## src/hw/rtl/cpr_pkg.sv

```systemverilog
`timescale 1ns / 1ps
// ----------------------------------------------------------------------------
// cpr_pkg
// Shared constants, codes and control types of the padded 5x5 convolution core.
// ----------------------------------------------------------------------------
package cpr_pkg;

    localparam int IMG_SIZE    = 28;
    localparam int KERNEL_SIZE = 5;
    localparam int NUM_FILTERS = 6;
    localparam int DATA_WIDTH  = 16;
    localparam int FRAC_BITS   = 8;

    localparam int PAD         = KERNEL_SIZE / 2;
    localparam int NUM_WEIGHTS = KERNEL_SIZE * KERNEL_SIZE * NUM_FILTERS;
    localparam int NUM_PIXELS  = IMG_SIZE * IMG_SIZE;

    localparam int FUNC_W   = 2;
    localparam int IDX_W    = 8;
    localparam int COORD_W  = 5;
    localparam int FEAT_W   = 15;
    localparam int FILT_W   = 3;
    localparam int TAP_W    = $clog2(KERNEL_SIZE);
    localparam int WGT_AW   = $clog2(NUM_WEIGHTS);
    localparam int BIAS_AW  = (NUM_FILTERS > 1) ? $clog2(NUM_FILTERS) : 1;
    localparam int PIX_AW   = $clog2(NUM_PIXELS);
    // signed window coordinate: coordinate plus tap minus pad, one sign bit
    localparam int WIN_W    = COORD_W + 2;

    // stream payload layout
    localparam int S_FIELDS_W = IDX_W + 2 * COORD_W + 16;
    localparam int S_TDATA_W  = ((S_FIELDS_W + 7) / 8) * 8;
    localparam int M_TDATA_W  = ((FEAT_W + 7) / 8) * 8;
    localparam int M_TUSER_W  = FILT_W;

    typedef enum logic [FUNC_W-1:0] {
        FUNC_WR_WEIGHT = 2'd0,
        FUNC_WR_BIAS   = 2'd1,
        FUNC_WR_PIXEL  = 2'd2,
        FUNC_COMPUTE   = 2'd3
    } func_t;

    typedef enum logic [2:0] {
        ST_IDLE,
        ST_MAC,
        ST_WAIT,
        ST_FIN
    } state_t;

    typedef struct packed {
        logic wr_item;      // store the accepted write request
        logic load_pos;     // latch position, clear filter, taps and accumulator
        logic issue;        // read one tap and advance the tap counters
        logic next_filter;  // advance filter, clear taps and accumulator
        logic load_out;     // move the finished result into the output register
    } cpr_cmd_t;

    typedef struct packed {
        logic last_tap;
        logic pipe_busy;
        logic last_filter;
        logic out_free;
    } cpr_status_t;

endpackage

```

## src/hw/rtl/cpr_ctrl.sv

```systemverilog
`timescale 1ns / 1ps
// ----------------------------------------------------------------------------
// cpr_ctrl
// Sequencer: takes requests, runs the tap loop per filter, hands off results.
// ----------------------------------------------------------------------------
module cpr_ctrl (
    input  logic                clk,
    input  logic                rst_n,
    input  logic                in_valid,
    output logic                in_ready,
    input  cpr_pkg::func_t      func,
    input  cpr_pkg::cpr_status_t status,
    output cpr_pkg::cpr_cmd_t   cmd
);
    import cpr_pkg::*;

    state_t state_reg;
    state_t state_next;

    always_ff @(posedge clk or negedge rst_n)
    begin
        if (!rst_n)
        begin
            state_reg <= ST_IDLE;
        end
        else
        begin
            state_reg <= state_next;
        end
    end

    always_comb
    begin
        state_next = state_reg;
        cmd        = '0;
        in_ready   = 1'b0;
        case (state_reg)
            ST_IDLE:
            begin
                // ready is high throughout idle, so valid alone marks a request
                in_ready = 1'b1;
                if (in_valid)
                begin
                    case (func) inside
                        FUNC_COMPUTE:
                        begin
                            cmd.load_pos = 1'b1;
                            state_next   = ST_MAC;
                        end
                        default:
                        begin
                            cmd.wr_item = 1'b1;
                        end
                    endcase
                end
            end
            ST_MAC:
            begin
                cmd.issue = 1'b1;
                if (status.last_tap)
                begin
                    state_next = ST_WAIT;
                end
            end
            ST_WAIT:
            begin
                // let the multiply pipeline drain into the accumulator
                if (!status.pipe_busy)
                begin
                    state_next = ST_FIN;
                end
            end
            ST_FIN:
            begin
                if (status.out_free)
                begin
                    cmd.load_out = 1'b1;
                    if (status.last_filter)
                    begin
                        state_next = ST_IDLE;
                    end
                    else
                    begin
                        cmd.next_filter = 1'b1;
                        state_next      = ST_MAC;
                    end
                end
            end
            default:
            begin
                state_next = ST_IDLE;
            end
        endcase
    end

endmodule

```

## config.mk

```make
export PLATFORM = sky130hd
export DESIGN_NAME = cpr_ctrl
export DESIGN_NICKNAME = d
export VERILOG_FILES = /design/src/hw/rtl/cpr_pkg.sv /design/src/hw/rtl/cpr_ctrl.sv
export SDC_FILE = /design/constraint.sdc
export NUM_CORES = 1
export LEC_CHECK = 0
export BUFFER_PORTS_ARGS = -buffer_cell sky130_fd_sc_hd__buf_2
export CORE_AREA = 5 5 42 44
export CTS_CLUSTER_DIAMETER = 60
export CTS_CLUSTER_SIZE = 12
export DETAILED_ROUTE_END_ITERATION = 8
export DIE_AREA = 0 0 47 49
export GPL_ROUTABILITY_DRIVEN = 0
export PLACE_DENSITY_LB_ADDON = 0.2
export SKIP_LAST_GASP = 1
export SLEW_MARGIN = 0
export SYNTH_ARGS = -nofsm -noshare
export SYNTH_HDL_FRONTEND = slang
export SYNTH_SLANG_ARGS = --single-unit
```

## constraint.sdc

```tcl
create_clock -name clk -period 4 [get_ports clk]
set_input_delay 1.2 -clock clk [delete_from_list [all_inputs] [get_ports clk]]
set_output_delay 1.2 -clock clk [all_outputs]
set_load 0.02 [all_outputs]
```

## Word level (Yosys, flattened, before mapping)

Cells that the tools add are included.

| word-level totals | value |
|---|---|
| register bits after elaboration | 3 |
| bits of input ports | 9 |
| output and inout bits | 6 |
| word-level logic and storage cells | 28 |

| operators by class | value |
|---|---|
| eq/ne operators | 9 |
| mux-type cells | 16 |
| reduce and logical (&&, ||, !) cells | 2 |

Operator list:

| cell | number |
|---|---|
| 3-bit 2-to-1 mux | 5 |
| 3-bit one-hot mux with 4 select lines | 1 |
| 2-bit inequality test, second input constant | 5 |
| 2-bit 2-to-1 mux | 4 |
| 3-bit by 2-bit == test with 1-bit output, second input constant | 2 |
| 1-bit 2-to-1 mux | 6 |
| 5-bit AND reduction | 1 |
| 3-bit by 1-bit == test with 1-bit output, second input constant | 1 |
| 3-bit zero test | 1 |
| 2-bit == test, second input constant | 1 |

## Longest topological paths before layout

Gate-level depths: netlist (run 1).

| depth | value |
|---|---|
| depth after elaboration | 4 |
| gate-level depth with buffers | 5 |
| mapped depth without buffers | 5 |

## Worst setup path before layout (run 1)

OpenSTA, ideal clock, no wires.

| timing | value |
|---|---|
| kind | input port to output port |
| from | input port status[1] (netlist name) |
| to | output port cmd[1] (netlist name) |
| arrival time | 1.619 ns |
| data required time | 2.800 ns |
| slack | 1.181 ns |
| stages on the path | 2 |
| path through | nand2b_1 > nor2_1 |

RTL lines:

| what | RTL line | RTL |
|---|---|---|
| start: declaration | cpr_ctrl.sv:12 | `input cpr_pkg::cpr_status_t status,` |
| end: declaration | cpr_ctrl.sv:13 | `output cpr_pkg::cpr_cmd_t cmd` |

==> results of run 1 <==
final cells by class:
cell class / instances / share of cell area [%]
clock buffers: 3 / 6.040
well taps: 16 / 5.369
repair buffers: 14 / 18.79
inverters: 3 / 3.020
flip-flops and latches: 2 / 13.42
multi-input cells: 23 / 53.36
how the worst max path moves through the flow:
stage	start	end	slack, ns	depth (start not counted)
2_1_floorplan	status[1]	cmd[1]	1.18	2
3_3_place_gp	status[1]	cmd[1]	1.14	4
3_5_place_dp	status[1]	cmd[1]	1.12	4
4_1_cts	status[1]	cmd[1]	1.12	4
5_1_grt	status[1]	cmd[1]	1.06	4
6_report	status[1]	cmd[1]	1.12	4
synthesized netlist by cell type (all sizes together):
library cell  n  area, um2
a2111oi       1      27.53
a21oi         1      5.000
and2          2      12.52
dfrtp         2      50.05
ha            6      75.07
inv           3      11.26
mux2          2      22.52
nand2         2      7.510
nand2b        1      6.260
nand3         1      10.01
nor2          4      15.01
nor2b         2      12.51
o21ai         1      5.000
per-layer routing:
layer,global-route usage (%),vias to the layer above
met4,6.912,0
met5,0,-
met3,2.583,0
met2,7.919,9
li1,-,125
met1,5.275,98
critical path, cell delays in order:
cell	delay (ns)
buf_2	0.09
nand2b_1	0.14
nor2_1	0.08
buf_2	0.16
logic make-up (layout without fill, tap and decap cells):
family / Yosys count / in the layout
compound gates: 3 / 3
fa+ha+maj: 6 / 6
buf+inv: 3 / 20
flops: 2 / 2
mux: 2 / 2
simple gates: 12 / 12
where the power goes:
| group | leakage (nW) | internal, mW | total, mW | switching, mW |
|---|---|---|---|---|
| Clock | 0.0138 | 0.0331 | 0.0443 | 0.0112 |
| Sequential | 0.0234 | 0.0323 | 0.0454 | 0.0131 |
| Combinational | 0.165 | 0.0810 | 0.168 | 0.0867 |
| Total | 0.202 | 0.146 | 0.257 | 0.111 |
==> flow_summary.toml, run 1 <==
[clock_network]
clk_latency_ns = 0.22
clockBufferDepth = 2
post_cts_buffers = 0
htree_levels = 1
cts-buffers-inserted = 3
root_buffer = "clkbuf_4"
cts.clk_slew.worst_paths_ns = 0.03
cts_tree = "done"
cts_hold_buf = 0
ctsResizeCount = 0
clock_sinks = 2

[routing]
drcViolationCount = 0
wl_per_cell_um = 8.705
wl_um = 531
vias = 232
route.met3.wl_um = 58
top_layer_used = "met3"
m1WireLength_um = 212
antenna_left = 0
drt_iter0_drc = 0
wl_met2_um = 261
viasPerCell = 3.803
dr.pass1.iters = 1

[setup_path]
ff2ff_setup_slack_ns = 2.28
r2r-start = "state_reg[0]"
regToRegEndpoint = "state_reg[0]"
required_ns = 2.80
path_class = "in -> out"
cp.arrival_ns = 1.68
startpoint_type = "primary input"
r2r_cells = 5
cp-end-kind = "primary output"
cp_max_fo = 2

[synth]
synth_top_family_by_area = "adder cells"
synthDistinctLibCells = 14
synthMuxAreaShare_pct = 8.654
synth_nets = 43
yosys.area_share.simple_pct = 24.52
avgSynthCellArea_um2 = 9.295
ys_seq_area_share_pct = 19.23
netlist_area_um2 = 260.3
synthAdderAreaFrac_pct = 28.85
synth_seq_cells = 2
yosys_warnings = 0
synth_compound_area_share_pct = 14.42
postSynthCellCount = 28
synth_xor_area_share_pct = 0

[placement]
pre_cts_slack_ns = 1.118
dp_hpwl_um = 458.1
port-buffer-count = 14
place_inst = 58
place_area_um2 = 350.3

[floorplanning]
die_h_um = 49
die_w_um = 47
io_pins = 15
row_count = 14
coreArea_um2 = 1401
fp.dieArea_um2 = 2303
start_util_pct = 18.57

[global_route]
grt_max_degree = 6
antenna_found_initial = 0
grtUsageTotal_pct = 5.704
grt_pass1_vias = 233
grt_overflow = 0
grt_pass1_wl_um = 862

[layout]
diodes = 0
drive_above_1_share_pct = 46.67
fin_cells = 61
layout_common_cells = "14 x buf_2, 6 x ha_1, 4 x nor2_1"
multi_input_area_um2 = 198.9
layout_commonest_cell = "buf_2"
postLayoutCoreUtil_pct = 26.61
fillers = 155
largest_reg_flops = 2
final_nets = 62
regArea_um2 = 50.05
areaGrowthSynthToFinish_pct = 43.27
design_area_um2 = 372.9

[timing]
tns_ns = 0
rsz0062_at_grt = "no"
setup_ws_ns = 1.122
fin_crit_sh_pct = 71.96
holdWs_ns = 0.6009
skew_ns = 0.0007426
drv_slew = 0
slew-limit-headroom_pct = 80.68
hold_viol_final = 0
min_period_ns = 2.878
setup_viol = 0
fmax_ghz = 0.3474
tightest_slew_ns = 0.2898

[power]
p_per_area_nw_per_um2 = 690.2
p_leak_nw = 0.2019
irDropWorstVdd_v = 0.0003007
p_total_uw = 257.4

[hold_path]
min_to = "state_reg[1]"
hold_path.class = "reg -> reg"
min_from = "state_reg[1]"
worstHoldPathCells = 1

[outcome]
status = "finished clean"

[job]
drv_cap = 0
(Power assumes the default switching activity.)
==> run 2, diff against run 1 <==
==> constraint.sdc (replaced) <==
create_clock -name clk -period 2.85 [get_ports clk]
set_input_delay 0.855 -clock clk [delete_from_list [all_inputs] [get_ports clk]]
set_output_delay 0.855 -clock clk [all_outputs]
set_load 0.02 [all_outputs]
==> flow_summary.toml, run 2 (synthesis gave the netlist of run 1 again) <==
[outcome]
status = "finished clean"

[timing]
min_period_ns = 2.184
setup_viol = 0
skew_ns = 0.0007260
fmax_ghz = 0.4580
drv_slew = 0
hold_viol_final = 0
rsz0062_at_grt = "no"
slew-limit-headroom_pct = 80.53
fin_crit_sh_pct = 76.62
tightest_slew_ns = 0.2921
tns_ns = 0

[layout]
areaGrowthSynthToFinish_pct = 43.27
layout_common_cells = "14 x buf_2, 6 x ha_1, 4 x nor2_1"
layout_commonest_cell = "buf_2"
largest_reg_flops = 2
diodes = 0
drive_above_1_share_pct = 46.67
final_nets = 62
postLayoutCoreUtil_pct = 26.61

[global_route]
grtUsageTotal_pct = 5.634
grt_overflow = 0
antenna_found_initial = 0
grt_pass1_wl_um = 862
grt_max_degree = 6
grt_pass1_vias = 240

[setup_path]
cp.arrival_ns = 1.33
cpMaxStageDelayCell = "buf_2"
startpoint_type = "primary input"
worstPathCellList = "buf_2 -> nand2b_1 -> nor2_1 -> buf_2"
cp_max_fo = 2
required_ns = 2.00
critPathTopFamily = "buffers and inverters"
slowest_delay_ns = 0.16
path_class = "in -> out"
cp-end-kind = "primary output"
cpMostUsedCell = "buf_2"
cp_num_buf_inv = 2

[clock_network]
post_cts_buffers = 0
clock_sinks = 2
root_buffer = "clkbuf_4"
cts_hold_buf = 0
cts.clk_slew.worst_paths_ns = 0.03
clk_latency_ns = 0.22
ctsResizeCount = 0
cts_tree = "done"
clockBufferDepth = 2
htree_levels = 1
cts-buffers-inserted = 3

[routing]
vias = 234
antenna_left = 0
viasPerCell = 3.836
drt_iter0_drc = 0
wl_um = 533
drcViolationCount = 0
dr.pass1.iters = 1
wl_per_cell_um = 8.738

[power]
p_leak_nw = 0.2019
p_per_area_nw_per_um2 = 971.5
irDropWorstVdd_v = 0.0005043

[floorplanning]
fp.dieArea_um2 = 2303
coreArea_um2 = 1401
die_h_um = 49
row_count = 14
start_util_pct = 18.57
die_w_um = 47
io_pins = 15

[placement]
dp_hpwl_um = 461.2
port-buffer-count = 14

[hold_path]
hold_path.class = "in -> async"

[job]
drv_cap = 0
==> run 2: cell counts in the layout (fill, tap and decap cells not counted) <==
No cell type changed its count.
==> run 2: where the power goes <==
group          internal [mW]  switching (mW)
Sequential            0.0453          0.0183
Combinational          0.114           0.122
Clock                 0.0464          0.0155
Total                  0.206           0.156
==> run 2: cell type report <==
class	instances	area, um2
Sequential cell	2	50.05
Inverter	3	11.26
Clock buffer	3	22.52
Multi-Input combinational cell	23	198.9
Tap cell	16	20.02
Timing Repair Buffer	14	70.07
Fill cell	154	1028
==> run 2: worst register-to-register path: stages (launching register included) <==
cell	delay, ns
dfrtp_1	0.40
inv_1	0.10
ha_1	0.22
and2_0	0.17
a2111oi_4	0.36
mux2_2	0.38
==> run 2: layer usage <==
metal,part of all wire (%),up-vias,track usage (%)
li1,-,125,-
met1,39,100,5.495
met2,49,9,7.692
met3,11,0,2.214
met4,0,0,6.912
met5,0,-,0
==> run 2: path summary, 6_finish.rpt <==
path                       slack, ns  cells past startpoint           end         start
max reg2reg                     1.11                      5  state_reg[0]  state_reg[0]
min in group clk                0.60                      1  state_reg[1]  state_reg[1]
min reg2reg                     0.60                      1  state_reg[1]  state_reg[1]
max                             0.67                      4        cmd[1]     status[1]
min                             0.41                      1  state_reg[1]         rst_n
max in group asynchronous       2.35                      1  state_reg[0]         rst_n
==> run 2: metrics by stage <==
| step | power, mW | setup WS [ns] | instances | hold WS, ns | cell area, um2 |
|---|---|---|---|---|---|
| after floorplan | 0.2499 | 0.7215 | 28 | 0.5588 | 260.3 |
| after global placement | 0.3105 | 0.6752 | 58 | 0.6035 | 350.3 |
| after CTS | 0.3755 | 0.6628 | 61 | 0.3985 | 372.9 |
| after detailed placement | 0.3078 | 0.6623 | 58 | 0.6023 | 350.3 |
| after global routing | 0.4052 | 0.6005 | 61 | 0.3958 | 372.9 |
| final | 0.3622 | 0.6664 | 61 | 0.4104 | 372.9 |
